===== src/hw/rtl/s_expression_char_lexer_top_defines.svh =====
// ----------------------------------------------------------------------------
// s-expression lexer assertion macros
// shared property shorthands for the lexer rtl
// ----------------------------------------------------------------------------
`ifndef S_EXPRESSION_CHAR_LEXER_TOP_DEFINES_SVH
`define S_EXPRESSION_CHAR_LEXER_TOP_DEFINES_SVH

// same-cycle implication, disabled while reset is low
`define SXL_ASSERT_NOW(label, clk, rst_n, ante, cons, msg) \
    label: assert property (@(posedge clk) disable iff (!(rst_n)) (ante) |-> (cons)) \
        else $error(msg);

// next-cycle implication, disabled while reset is low
`define SXL_ASSERT_NEXT(label, clk, rst_n, ante, cons, msg) \
    label: assert property (@(posedge clk) disable iff (!(rst_n)) (ante) |=> (cons)) \
        else $error(msg);

`endif


===== src/hw/rtl/sexp_lex_pkg.sv =====
// ----------------------------------------------------------------------------
// s-expression lexer package
// word types, token kind and error codes, lexer modes and character constants
// ----------------------------------------------------------------------------
package sexp_lex_pkg;

    localparam int unsigned C_POS_WIDTH = 16;
    localparam int unsigned C_Q_DEPTH   = 4;
    localparam int unsigned C_Q_PTR_W   = $clog2(C_Q_DEPTH);

    // token kinds
    localparam logic [2:0] K_NUMBER  = 3'd0;
    localparam logic [2:0] K_SYMBOL  = 3'd1;
    localparam logic [2:0] K_LPAREN  = 3'd2;
    localparam logic [2:0] K_RPAREN  = 3'd3;
    localparam logic [2:0] K_BINDING = 3'd4;
    localparam logic [2:0] K_END     = 3'd5;
    localparam logic [2:0] K_ERROR   = 3'd6;

    // error codes
    localparam logic [1:0] E_NONE       = 2'd0;
    localparam logic [1:0] E_NO_FRAC    = 2'd1;
    localparam logic [1:0] E_EMPTY_BIND = 2'd2;
    localparam logic [1:0] E_UNEXPECTED = 2'd3;

    // characters
    localparam logic [7:0] C_CH_DOLLAR = 8'h24;
    localparam logic [7:0] C_CH_LPAREN = 8'h28;
    localparam logic [7:0] C_CH_RPAREN = 8'h29;
    localparam logic [7:0] C_CH_DOT    = 8'h2E;
    localparam logic [7:0] C_CH_MINUS  = 8'h2D;
    localparam logic [7:0] C_CH_LF     = 8'h0A;
    localparam logic [7:0] C_CH_UNDER  = 8'h5F;
    localparam logic [7:0] C_CH_NUL    = 8'h00;

    typedef enum logic [8:0] {
        M_START      = 9'b000000001,
        M_NUM_INT    = 9'b000000010,
        M_NUM_POINT  = 9'b000000100,
        M_NUM_FRAC   = 9'b000001000,
        M_SYMBOL     = 9'b000010000,
        M_BIND_SIGIL = 9'b000100000,
        M_BIND_NAME  = 9'b001000000,
        M_MINUS      = 9'b010000000,
        M_ERROR      = 9'b100000000
    } t_lex_mode;

    typedef struct packed {
        logic [7:0] ch;
        logic       is_end;
    } t_lex_in;

    typedef struct packed {
        logic [7:0]             char_out;
        logic [2:0]             kind;
        logic                   starts_token;
        logic                   in_value;
        logic [C_POS_WIDTH-1:0] line_no;
        logic [C_POS_WIDTH-1:0] column_no;
        logic [1:0]             error_code;
        logic                   last_of_run;
    } t_lex_out;

endpackage


===== src/hw/rtl/s_expression_char_lexer_top.sv =====
// ----------------------------------------------------------------------------
// s-expression character lexer
// classifies a byte stream into number, symbol, paren, binding and end tokens
// ----------------------------------------------------------------------------
// A new source word is taken on every cycle in which the result queue has room
// for two result words, so the input side runs at one word per clock. Each
// input word yields zero, one or two result words; the output side delivers
// one result word per unstalled clock from a four-entry queue, so the sustained
// rate is one input word per cycle whenever every word makes at most one result
// and the receiver does not stall, and the output port sets the pace on runs of
// two-result words (a held '-' that is resolved, or end of source after a held
// '-'). The whole lexing step for a word is one pass of mode decode and position
// increment between the state registers and the queue; there is no clearing
// pass after reset. Results are registered into the queue and leave in order.
// ----------------------------------------------------------------------------
`include "s_expression_char_lexer_top_defines.svh"

module s_expression_char_lexer_top import sexp_lex_pkg::*; (
    input  logic     i_clk,
    input  logic     i_rst_n,
    // source word channel
    input  logic     i_in_valid,
    input  t_lex_in  i_in_word,
    output logic     o_in_stall,
    // result word channel
    output logic     o_out_valid,
    output t_lex_out o_out_word,
    input  logic     i_out_stall
);

    localparam logic [C_POS_WIDTH-1:0] POS_MAX = {C_POS_WIDTH{1'b1}};
    localparam logic [C_POS_WIDTH-1:0] POS_ONE = C_POS_WIDTH'(1);

    // lexer state
    t_lex_mode              r_mode, n_mode;
    logic [C_POS_WIDTH-1:0] r_line, n_line;
    logic [C_POS_WIDTH-1:0] r_col, n_col;
    logic [C_POS_WIDTH-1:0] r_held_line, n_held_line;
    logic [C_POS_WIDTH-1:0] r_held_col, n_held_col;

    // result queue
    t_lex_out               r_q [C_Q_DEPTH];
    logic [C_Q_PTR_W-1:0]   r_wr, r_rd;
    logic [C_Q_PTR_W:0]     r_count, n_count;

    // step logic
    t_lex_mode              eff_mode;
    t_lex_out               pre_res, main_res, slot0, slot1;
    logic                   pre_vld, main_vld, done;
    logic [1:0]             n_res;
    logic                   in_acc, out_acc;
    logic [7:0]             c;
    logic                   c_digit, c_name, c_sym, c_space;

    // ------------------------------------------------------------------------
    // character classes
    // ------------------------------------------------------------------------
    function automatic logic f_is_digit(input logic [7:0] ch);
        return (ch >= 8'h30) && (ch <= 8'h39);
    endfunction

    function automatic logic f_is_alnum(input logic [7:0] ch);
        return f_is_digit(ch) || ((ch >= 8'h61) && (ch <= 8'h7A))
            || ((ch >= 8'h41) && (ch <= 8'h5A));
    endfunction

    function automatic t_lex_out f_res(
        input logic [7:0]             ch,
        input logic [2:0]             kind,
        input logic                   st,
        input logic                   iv,
        input logic [C_POS_WIDTH-1:0] ln,
        input logic [C_POS_WIDTH-1:0] col,
        input logic [1:0]             err
    );
        t_lex_out r;
        r.char_out     = ch;
        r.kind         = kind;
        r.starts_token = st;
        r.in_value     = iv;
        r.line_no      = ln;
        r.column_no    = col;
        r.error_code   = err;
        r.last_of_run  = 1'b0;
        return r;
    endfunction

    assign c       = i_in_word.ch;
    assign c_digit = f_is_digit(c);
    assign c_name  = f_is_alnum(c) || (c == C_CH_UNDER);
    // '+', '*', '/' are symbol characters besides alnum, '-' and '_'
    assign c_sym   = c_name || (c == C_CH_MINUS) || (c == 8'h2B) || (c == 8'h2A)
                   || (c == 8'h2F);
    assign c_space = (c == 8'h20) || (c == 8'h09) || (c == 8'h0D) || (c == C_CH_LF);

    // ------------------------------------------------------------------------
    // handshakes: take a word only when two queue slots are free
    // ------------------------------------------------------------------------
    assign o_in_stall  = (r_count > (C_Q_PTR_W+1)'(C_Q_DEPTH - 2));
    assign in_acc      = i_in_valid && !o_in_stall;
    assign o_out_valid = (r_count != '0);
    assign out_acc     = o_out_valid && !i_out_stall;
    assign o_out_word  = r_q[r_rd];

    // ------------------------------------------------------------------------
    // lexing step
    // a held '-' gives a leading result (pre), the byte itself at most one
    // more (main); the held minus resolves into number-int or symbol mode
    // before the byte is lexed in that mode
    // ------------------------------------------------------------------------
    always_comb begin
        pre_res     = '0;
        main_res    = '0;
        pre_vld     = 1'b0;
        main_vld    = 1'b0;
        done        = 1'b0;
        eff_mode    = r_mode;
        n_mode      = r_mode;
        n_line      = r_line;
        n_col       = r_col;
        n_held_line = r_held_line;
        n_held_col  = r_held_col;

        if (i_in_word.is_end) begin
            // end of source: flush pending state, then back to line 1 column 1
            unique case (r_mode)
                M_ERROR: begin
                end
                M_NUM_POINT: begin
                    main_vld = 1'b1;
                    main_res = f_res(C_CH_NUL, K_ERROR, 1'b0, 1'b0, r_line, r_col,
                                     E_NO_FRAC);
                end
                M_BIND_SIGIL: begin
                    main_vld = 1'b1;
                    main_res = f_res(C_CH_NUL, K_ERROR, 1'b0, 1'b0, r_line, r_col,
                                     E_EMPTY_BIND);
                end
                M_MINUS: begin
                    pre_vld  = 1'b1;
                    pre_res  = f_res(C_CH_MINUS, K_SYMBOL, 1'b1, 1'b1, r_held_line,
                                     r_held_col, E_NONE);
                    main_vld = 1'b1;
                    main_res = f_res(C_CH_NUL, K_END, 1'b1, 1'b0, r_line, r_col, E_NONE);
                end
                default: begin
                    main_vld = 1'b1;
                    main_res = f_res(C_CH_NUL, K_END, 1'b1, 1'b0, r_line, r_col, E_NONE);
                end
            endcase
            n_mode = M_START;
            n_line = POS_ONE;
            n_col  = POS_ONE;
        end else begin
            if (r_mode == M_MINUS) begin
                pre_vld  = 1'b1;
                pre_res  = f_res(C_CH_MINUS, c_digit ? K_NUMBER : K_SYMBOL, 1'b1, 1'b1,
                                 r_held_line, r_held_col, E_NONE);
                eff_mode = c_digit ? M_NUM_INT : M_SYMBOL;
            end
            n_mode = eff_mode;

            // continue the current token if the byte fits it
            unique case (eff_mode)
                M_ERROR: begin
                    done = 1'b1;
                end
                M_NUM_INT: begin
                    if (c_digit || (c == C_CH_DOT)) begin
                        main_vld = 1'b1;
                        main_res = f_res(c, K_NUMBER, 1'b0, 1'b1, r_line, r_col, E_NONE);
                        done     = 1'b1;
                        if (c == C_CH_DOT) begin
                            n_mode = M_NUM_POINT;
                        end
                    end
                end
                M_NUM_POINT: begin
                    main_vld = 1'b1;
                    done     = 1'b1;
                    if (c_digit) begin
                        main_res = f_res(c, K_NUMBER, 1'b0, 1'b1, r_line, r_col, E_NONE);
                        n_mode   = M_NUM_FRAC;
                    end else begin
                        main_res = f_res(c, K_ERROR, 1'b0, 1'b0, r_line, r_col, E_NO_FRAC);
                        n_mode   = M_ERROR;
                    end
                end
                M_NUM_FRAC: begin
                    if (c_digit) begin
                        main_vld = 1'b1;
                        main_res = f_res(c, K_NUMBER, 1'b0, 1'b1, r_line, r_col, E_NONE);
                        done     = 1'b1;
                    end
                end
                M_SYMBOL: begin
                    if (c_sym) begin
                        main_vld = 1'b1;
                        main_res = f_res(c, K_SYMBOL, 1'b0, 1'b1, r_line, r_col, E_NONE);
                        done     = 1'b1;
                    end
                end
                M_BIND_SIGIL: begin
                    main_vld = 1'b1;
                    done     = 1'b1;
                    if (c_name) begin
                        main_res = f_res(c, K_BINDING, 1'b0, 1'b1, r_line, r_col, E_NONE);
                        n_mode   = M_BIND_NAME;
                    end else begin
                        main_res = f_res(c, K_ERROR, 1'b0, 1'b0, r_line, r_col,
                                         E_EMPTY_BIND);
                        n_mode   = M_ERROR;
                    end
                end
                M_BIND_NAME: begin
                    if (c_name) begin
                        main_vld = 1'b1;
                        main_res = f_res(c, K_BINDING, 1'b0, 1'b1, r_line, r_col, E_NONE);
                        done     = 1'b1;
                    end
                end
                default: begin
                end
            endcase

            // otherwise lex the byte afresh
            if (!done) begin
                if (c_space) begin
                    n_mode = M_START;
                end else if (c == C_CH_LPAREN) begin
                    main_vld = 1'b1;
                    main_res = f_res(c, K_LPAREN, 1'b1, 1'b1, r_line, r_col, E_NONE);
                    n_mode   = M_START;
                end else if (c == C_CH_RPAREN) begin
                    main_vld = 1'b1;
                    main_res = f_res(c, K_RPAREN, 1'b1, 1'b1, r_line, r_col, E_NONE);
                    n_mode   = M_START;
                end else if (c == C_CH_DOLLAR) begin
                    main_vld = 1'b1;
                    main_res = f_res(c, K_BINDING, 1'b1, 1'b0, r_line, r_col, E_NONE);
                    n_mode   = M_BIND_SIGIL;
                end else if (c_digit) begin
                    main_vld = 1'b1;
                    main_res = f_res(c, K_NUMBER, 1'b1, 1'b1, r_line, r_col, E_NONE);
                    n_mode   = M_NUM_INT;
                end else if (c == C_CH_MINUS) begin
                    // hold the minus and its position until the next byte
                    n_held_line = r_line;
                    n_held_col  = r_col;
                    n_mode      = M_MINUS;
                end else if (c_sym) begin
                    main_vld = 1'b1;
                    main_res = f_res(c, K_SYMBOL, 1'b1, 1'b1, r_line, r_col, E_NONE);
                    n_mode   = M_SYMBOL;
                end else begin
                    main_vld = 1'b1;
                    main_res = f_res(c, K_ERROR, 1'b0, 1'b0, r_line, r_col, E_UNEXPECTED);
                    n_mode   = M_ERROR;
                end
            end

            // saturating position update
            if (c == C_CH_LF) begin
                if (r_line != POS_MAX) begin
                    n_line = r_line + POS_ONE;
                end
                n_col = POS_ONE;
            end else if (r_col != POS_MAX) begin
                n_col = r_col + POS_ONE;
            end
        end
    end

    // pack results into consecutive queue slots, flag the last one
    always_comb begin
        n_res             = {1'b0, pre_vld} + {1'b0, main_vld};
        slot0             = pre_vld ? pre_res : main_res;
        slot0.last_of_run = (n_res == 2'd1);
        slot1             = main_res;
        slot1.last_of_run = 1'b1;
    end

    always_comb begin
        n_count = r_count;
        if (in_acc) begin
            n_count = n_count + (C_Q_PTR_W+1)'(n_res);
        end
        if (out_acc) begin
            n_count = n_count - (C_Q_PTR_W+1)'(1);
        end
    end

    // ------------------------------------------------------------------------
    // registers
    // ------------------------------------------------------------------------
    always_ff @(posedge i_clk) begin
        if (!i_rst_n) begin
            r_mode      <= M_START;
            r_line      <= POS_ONE;
            r_col       <= POS_ONE;
            r_held_line <= '0;
            r_held_col  <= '0;
            r_wr        <= '0;
            r_rd        <= '0;
            r_count     <= '0;
        end else begin
            if (in_acc) begin
                r_mode      <= n_mode;
                r_line      <= n_line;
                r_col       <= n_col;
                r_held_line <= n_held_line;
                r_held_col  <= n_held_col;
                r_wr        <= r_wr + C_Q_PTR_W'(n_res);
            end
            if (out_acc) begin
                r_rd <= r_rd + C_Q_PTR_W'(1);
            end
            r_count <= n_count;
        end
    end

    // queue storage, payload only
    always_ff @(posedge i_clk) begin
        if (in_acc && (n_res != 2'd0)) begin
            r_q[r_wr] <= slot0;
        end
        if (in_acc && (n_res == 2'd2)) begin
            r_q[r_wr + C_Q_PTR_W'(1)] <= slot1;
        end
    end

    // ------------------------------------------------------------------------
    // assertions
    // ------------------------------------------------------------------------
    `SXL_ASSERT_NOW(a_halt_silent, i_clk, i_rst_n, in_acc && (r_mode == M_ERROR) && !i_in_word.is_end, n_res == 2'd0, "byte after error produced a result")
    `SXL_ASSERT_NEXT(a_end_resets_pos, i_clk, i_rst_n, in_acc && i_in_word.is_end, (r_line == POS_ONE) && (r_col == POS_ONE) && (r_mode == M_START), "end of source did not restart position")
    `SXL_ASSERT_NEXT(a_pop_only, i_clk, i_rst_n, out_acc && !in_acc, r_count == ($past(r_count) - (C_Q_PTR_W+1)'(1)), "queue count wrong after pop")
    `SXL_ASSERT_NOW(a_err_code, i_clk, i_rst_n, o_out_valid && (o_out_word.kind == K_ERROR), o_out_word.error_code != E_NONE, "error word without error code")

endmodule


===== config.mk =====
export PLATFORM = sky130hd
export DESIGN_NAME = s_expression_char_lexer_top
export DESIGN_NICKNAME = d
export VERILOG_FILES = /design/src/hw/rtl/sexp_lex_pkg.sv /design/src/hw/rtl/s_expression_char_lexer_top.sv
export VERILOG_INCLUDE_DIRS = /design/src /design/src/hw/rtl
export SDC_FILE = /design/constraint.sdc
export NUM_CORES = 1
export LEC_CHECK = 0
export BUFFER_PORTS_ARGS = -buffer_cell sky130_fd_sc_hd__clkbuf_2
export CAP_MARGIN = 20
export CORE_MARGIN = 4
export CORE_UTILIZATION = 30
export CTS_CLUSTER_SIZE = 25
export DETAILED_ROUTE_END_ITERATION = 10
export PLACE_DENSITY = 0.56
export SLEW_MARGIN = 20
export SYNTH_ARGS = -nofsm -noshare
export SYNTH_HDL_FRONTEND = slang
export SYNTH_SLANG_ARGS = --single-unit

===== constraint.sdc =====
create_clock -name i_clk -period 6.1 [get_ports i_clk]
set_input_delay 0.305 -clock i_clk [delete_from_list [all_inputs] [get_ports i_clk]]
set_output_delay 0.305 -clock i_clk [all_outputs]
set_load 0.005 [all_outputs]

==> results of run 1 <==
## layer usage
metal  up-vias  wire length (um)
li1       4440                 -
met3        54              2300
met4         0               778
met2       342             17900
met1      4772             16200
met5         -                 0
## area by class of cell
| class | count | area, um2 | area share [%] |
|---|---|---|---|
| Multi-Input combinational cell | 766 | 5380 | 35.8 |
| Tap cell | 585 | 732 | 4.87 |
| Timing Repair Buffer | 84 | 492 | 3.27 |
| Clock inverter | 12 | 80.1 | 0.533 |
| Sequential cell | 274 | 7370 | 49.1 |
| Inverter | 20 | 75.1 | 0.499 |
| Clock buffer | 44 | 896 | 5.96 |
## cells in the mapped netlist (4+ instances only)
cell type,number
edfxtp_1,188
xor2_1,22
o21ai_0,28
nor3_1,9
dfxtp_1,86
o21ai_1,4
ha_1,8
mux4_2,48
xnor2_1,8
and4_1,5
nand2_1,124
buf_1,9
buf_2,13
or3_1,5
and3_1,10
mux2i_1,38
a31oi_1,15
nand3_1,31
nor2b_1,43
nand4_1,11
nor4_1,9
a21boi_0,5
and2_1,12
nor2_1,84
buf_6,7
a211o_1,4
clkbuf_1,47
nand2b_1,12
a21oi_1,38
o22ai_1,138
inv_1,17
## worst max-delay path: stages (launching register included)
cell and delay [ns]:
dfxtp_1 0.43, nor4_1 0.58, nand3_1 0.34, a22oi_1 0.33
nand4_1 0.27, and2_1 0.26, inv_1 0.07, ha_1 0.24
nor2b_1 0.12, nand3_1 0.11, buf_4 0.50, o21ai_0 0.16
nand2_1 0.10, buf_4 0.47, o22ai_1 0.17
## kinds of logic after synthesis
family	synth area share (%)
xor+xnor	1.99
mux	11.1
buf+inv	3.31
fa+ha+maj	0.911
simple gates	14.1
flops	55.9
compound gates	12.7
## layout by cell type, fill, tap and decap left out, types with 15 or more instances in the layout
cell type,instances
a21oi_1,38
a31oi_1,15
buf_4,20
clkbuf_16,32
clkbuf_2,62
dfxtp_1,84
edfxtp_1,188
mux2i_1,38
mux4_2,48
nand2_1,122
nand3_1,31
nor2_1,84
nor2b_1,43
o21ai_0,28
o22ai_1,138
xor2_1,22
## power by group
group / leakage [nW] / switching, mW / internal (mW)
Clock: 0.479 / 0.744 / 1.02
Sequential: 2.59 / 0.0962 / 2.20
Combinational: 2.09 / 0.787 / 0.544
## stage by stage
stage | setup slack (ns) | utilization, %
2_1_floorplan | 1.87 | -
3_3_place_gp | 1.60 | 32.5
3_5_place_dp | 1.46 | 32.5
4_1_cts | 1.75 | 34.7
5_1_grt | 1.33 | 34.7
6_report | 1.64 | 34.7
## worst paths after layout
kind                          start  depth (start not counted)                      to  slack, ns
min                    i_in_word[8]                          3    r_q[2][47]$_DFFE_PP_       0.24
max          r_mode[7]$_SDFFE_PN0P_                         14    r_q[3][22]$_DFFE_PP_       1.64
min reg2reg  r_q[2][0]$_SDFFE_PP1N_                          2  r_q[2][0]$_SDFFE_PP1N_       0.49
max reg2reg  r_mode[7]$_SDFFE_PN0P_                         14    r_q[3][22]$_DFFE_PP_       1.64
## sequential cells by signal, indices dropped and copies added (netlist names), named ones only
signal	cells
r_line	16
r_wr	2
r_count	3
r_q	192
r_col	16
r_held_col	16
r_rd	2
r_mode	9
r_held_line	16
==> flow_metrics.tcl, run 1 <==
set metrics [dict create \
    die_y_um 218 \
    h-tree-depth 1 \
    fin_total_pwr_mw 5.39 \
    critPathMaxFanout 36 \
    syn_area_per_cell_um2 11.6 \
    vias 9608 \
    critical_path_class "reg -> reg" \
    die-width_um 218 \
    cp.required_ns 6.37 \
    final_cells 1785 \
    placed_cells 1729 \
    cts-resized-gates 0 \
    antenna_found_initial 0 \
    finish.instance_area_um2 15000 \
    route.detailed.drc 0 \
    start_kind "flip-flop" \
    tightest_slew_ns 1.03 \
    fill_cells 4253 \
    finalCriticalPeriod_ns 4.46 \
    p_per_area_nw_per_um2 359 \
    use_met2_pct 25.7 \
    portBuffers 62 \
    seq_area_frac_synth_pct 55.9 \
    synthCells 1137 \
    root_buffer "clkbuf_16" \
    cts_hold_buf 0 \
    cts_setup_buffers 0 \
    hold_path.class "in -> reg" \
    outcome "completed" \
    skew_ns 0.0210 \
    wl_um 37100 \
    firstDrtPassIters 5 \
    ant_nets 0 \
    drive_gt1_share_pct 17.0 \
    final-hold-violation-count 0 \
    cts_buffers 30 \
    synth_nets 1159 \
    cts_tree "done" \
    dp_hpwl_um 22600 \
    crit_path_end_kind "flip-flop" \
    use_met3_pct 2.27 \
    cp.arrival_ns 4.73 \
    grt_max_degree 57 \
    slew_headroom_pct 31.1 \
    setup_tns_ns 0 \
    overflow 0 \
    areaGrowthSynthToFinish_pct 14.0 \
    num_antenna_cells 0 \
    die-area_um2 47400 \
    grt_pass1_vias 9581 \
    yosysWarnings 0 \
    synth-main-ff-cell "edfxtp_1" \
    synth_top_area_share_pct 42.8 \
    p_leak_nw 5.16 \
    fin_crit_sh_pct 73.1 \
    grt_pass1_wl_um 57400 \
    syn_area_um2 13200 \
    async_reset_ff_share_pct 0 \
    synth_edf_count 188 \
    io_pins 63 \
    grt_use_total_pct 15.3 \
    synth.area.top_cells "edfxtp_1, dfxtp_1, mux4_2" \
    ys_seq_elements 274 \
    grtUsageMet1_pct 21.1 \
    finalSetupViolCount 0 \
    std_cell_rows 76 \
    maxCapViolations 0 \
    hold_slack_ns 0.242 \
    drt_iter0_markers 879 \
    placed_area_um2 14100 \
    core_area_um2 43300 \
    fmax_mhz 224 \
    cts.sinks 274 \
    nNetsFinal 1198 \
    place.gp.congestion 0.846 \
    vdd_drop_max_uv 181 \
    initial_core_util_pct 30.5 \
    cts_max_path_buffers 3 \
    yosysTopAreaCell "edfxtp_1" \
    vias_per_cell 5.38 \
    rsz0062_at_grt "false" \
    yosysUniqueCellTypes 68 \
    slew_violations 0 \
    insertion_delay_ns 0.56 \
    wire_per_inst_um 20.8 \
    path_clk_slew_ns 0.06 \
    busiest_layer "met2" \
]
No activity file was read; power rests on OpenSTA's default activity.
==> inputs of run 2 (changes only) <==
--- a/config.mk
+++ b/config.mk
@@ -12,7 +12,7 @@
 export CORE_UTILIZATION = 30
 export CTS_CLUSTER_SIZE = 25
 export DETAILED_ROUTE_END_ITERATION = 10
-export PLACE_DENSITY = 0.56
+export PLACE_DENSITY = 0.57
 export SLEW_MARGIN = 20
 export SYNTH_ARGS = -nofsm -noshare
 export SYNTH_HDL_FRONTEND = slang
==> constraint.sdc (replaced) <==
create_clock -name i_clk -period 3.8 [get_ports i_clk]
set_input_delay 0.19 -clock i_clk [delete_from_list [all_inputs] [get_ports i_clk]]
set_output_delay 0.19 -clock i_clk [all_outputs]
set_load 0.005 [all_outputs]
==> flow_metrics.tcl, run 2 (synthesis results as in run 1) <==
set metrics [dict create \
    grt_max_degree 49 \
    cp.arrival_ns 3.97 \
    largest_register "r_q" \
    crit_path_end_kind "flip-flop" \
    outcome "completed" \
    vdd_drop_max_uv 448 \
    vias 9809 \
    antenna_found_initial 0 \
    slew_headroom_pct 35.9 \
    critPathMaxFanout 8 \
    hold_slack_ns 0.137 \
    worstHoldPathCells 2 \
    areaGrowthSynthToFinish_pct 16.9 \
    path_clk_slew_ns 0.07 \
    cts_buffers 29 \
    grt_use_total_pct 15.4 \
    h-tree-depth 1 \
    dp_hpwl_um 23700 \
    setup_slack_ns 0.271 \
    fill_cells 4273 \
    largest_reg_flops 192 \
    fin_crit_sh_pct 92.9 \
    tightest_slew_ns 0.961 \
    place_ws_ns 0.194 \
    std_cell_rows 76 \
    cp.required_ns 4.25 \
    route.detailed.drc 0 \
    root_buffer "clkbuf_16" \
    slew_violations 0 \
    reg2reg_depth 17 \
    crit_chain "nor3_2, nand4b_4, inv_2, a22o_1, nand2_1, nand4_1, and2_1, ha_1, ha_1, inv_1, fa_1, nor2_1, a21oi_1, ha_1, nand2_1, xor2_1, and2_1" \
    final-hold-violation-count 0 \
    die_y_um 218 \
    max_stage_delay_ns 0.52 \
    rsz0062_at_grt "false" \
    io_pins 63 \
    vias_per_cell 5.39 \
    p_leak_nw 5.36 \
    cts_hold_buf 0 \
    setup_tns_ns 0 \
    finish.instance_area_um2 15400 \
    slowest_stage "dfxtp_1" \
    cts_max_path_buffers 3 \
    critical_path_class "reg -> reg" \
    insertion_delay_ns 0.56 \
    finalSetupViolCount 0 \
    core_area_um2 43300 \
    layout_common_cells "edfxtp_1, o22ai_1, nand2_1, nor2_1, dfxtp_1" \
    wire_per_inst_um 20.4 \
    placed_area_um2 14400 \
    hold_path.class "in -> reg" \
    drive_gt1_share_pct 19.4 \
    die-area_um2 47400 \
    maxCapViolations 0 \
    cts.sinks 274 \
    grt_pass1_vias 9621 \
    cts_tree "done" \
    drt_iter0_markers 919 \
    fmax_mhz 283 \
    p_per_area_nw_per_um2 569 \
    die-width_um 218 \
    cpMostUsedCell "ha_1" \
    finalCriticalPeriod_ns 3.53 \
    portBuffers 62 \
    overflow 0 \
    final_common_cell "edfxtp_1" \
    num_antenna_cells 0 \
    skew_ns 0.0144 \
    nNetsFinal 1235 \
    grt_pass1_wl_um 57700 \
    ant_nets 0 \
    wl_um 37200 \
    firstDrtPassIters 5 \
    start_kind "flip-flop" \
    place.gp.congestion 0.873 \
    initial_core_util_pct 30.5 \
]
## run 2: where the power goes
group          internal (mW)  switching, mW  total (mW)
clock                   1.65           1.17        2.82
combinational          0.967           1.17        2.14
sequential              3.53          0.279        3.81
total                   6.14           2.62        8.77
## run 2: path summary, 6_finish.rpt
kind,startpoint,slack (ns),to
worst max-delay path,r_mode[3]$_SDFFE_PN0P_,0.27,r_count[2]$_SDFF_PN0_
worst min-delay path,i_rst_n,0.14,r_col[0]$_SDFFE_PN1P_
worst max register to register,r_mode[3]$_SDFFE_PN0P_,0.27,r_count[2]$_SDFF_PN0_
worst min register to register,r_q[0][0]$_SDFFE_PP1N_,0.49,r_q[0][0]$_SDFFE_PP1N_
## run 2: final cells by class
type                            instances  area, um2  area share [%]
Clock buffer                           42        826            5.36
Clock inverter                         11        120           0.779
Inverter                               20       82.6           0.536
Multi-Input combinational cell        766       5410            35.1
Sequential cell                       274       7380            47.9
Tap cell                              585        732            4.75
Timing Repair Buffer                  122        861            5.59
## run 2: worst max-delay path: cells and delay by family (launching register included)
kind,cells,cell delay (ns)
AO/OA/AOI/OAI,2,0.39
XOR/XNOR,1,0.17
adder cells (fa/ha/maj),4,1.14
buffers and inverters,2,0.10
flip-flops,1,0.52
AND/OR/NAND/NOR,8,1.09
## run 2: stage by stage
stage / instances / power [mW] / util, %
floorplan: 1137 / 5.02 / -
global placement: 1766 / 6.04 / 33.4
detailed placement: 1766 / 6.06 / 33.4
CTS: 1819 / 8.89 / 35.5
global route: 1820 / 9.18 / 35.6
finish: 1820 / 8.77 / 35.6
## run 2: timing repair
| item | CTS | global route |
|---|---|---|
| gates resized for setup | 0 | 6 |
| setup buffers | 0 | 1 |
| setup endpoints to repair | 0 | 45 |
## run 2: metal layers
metal	share of wire (%)	wire length, um	up-vias	GRT usage, %
li1	-	-	4514	-
met1	44	16200	4833	21.4
met2	47	17600	380	25.3
met3	6.5	2420	82	2.59
met4	2.5	927	0	3.69
met5	0	0	-	0
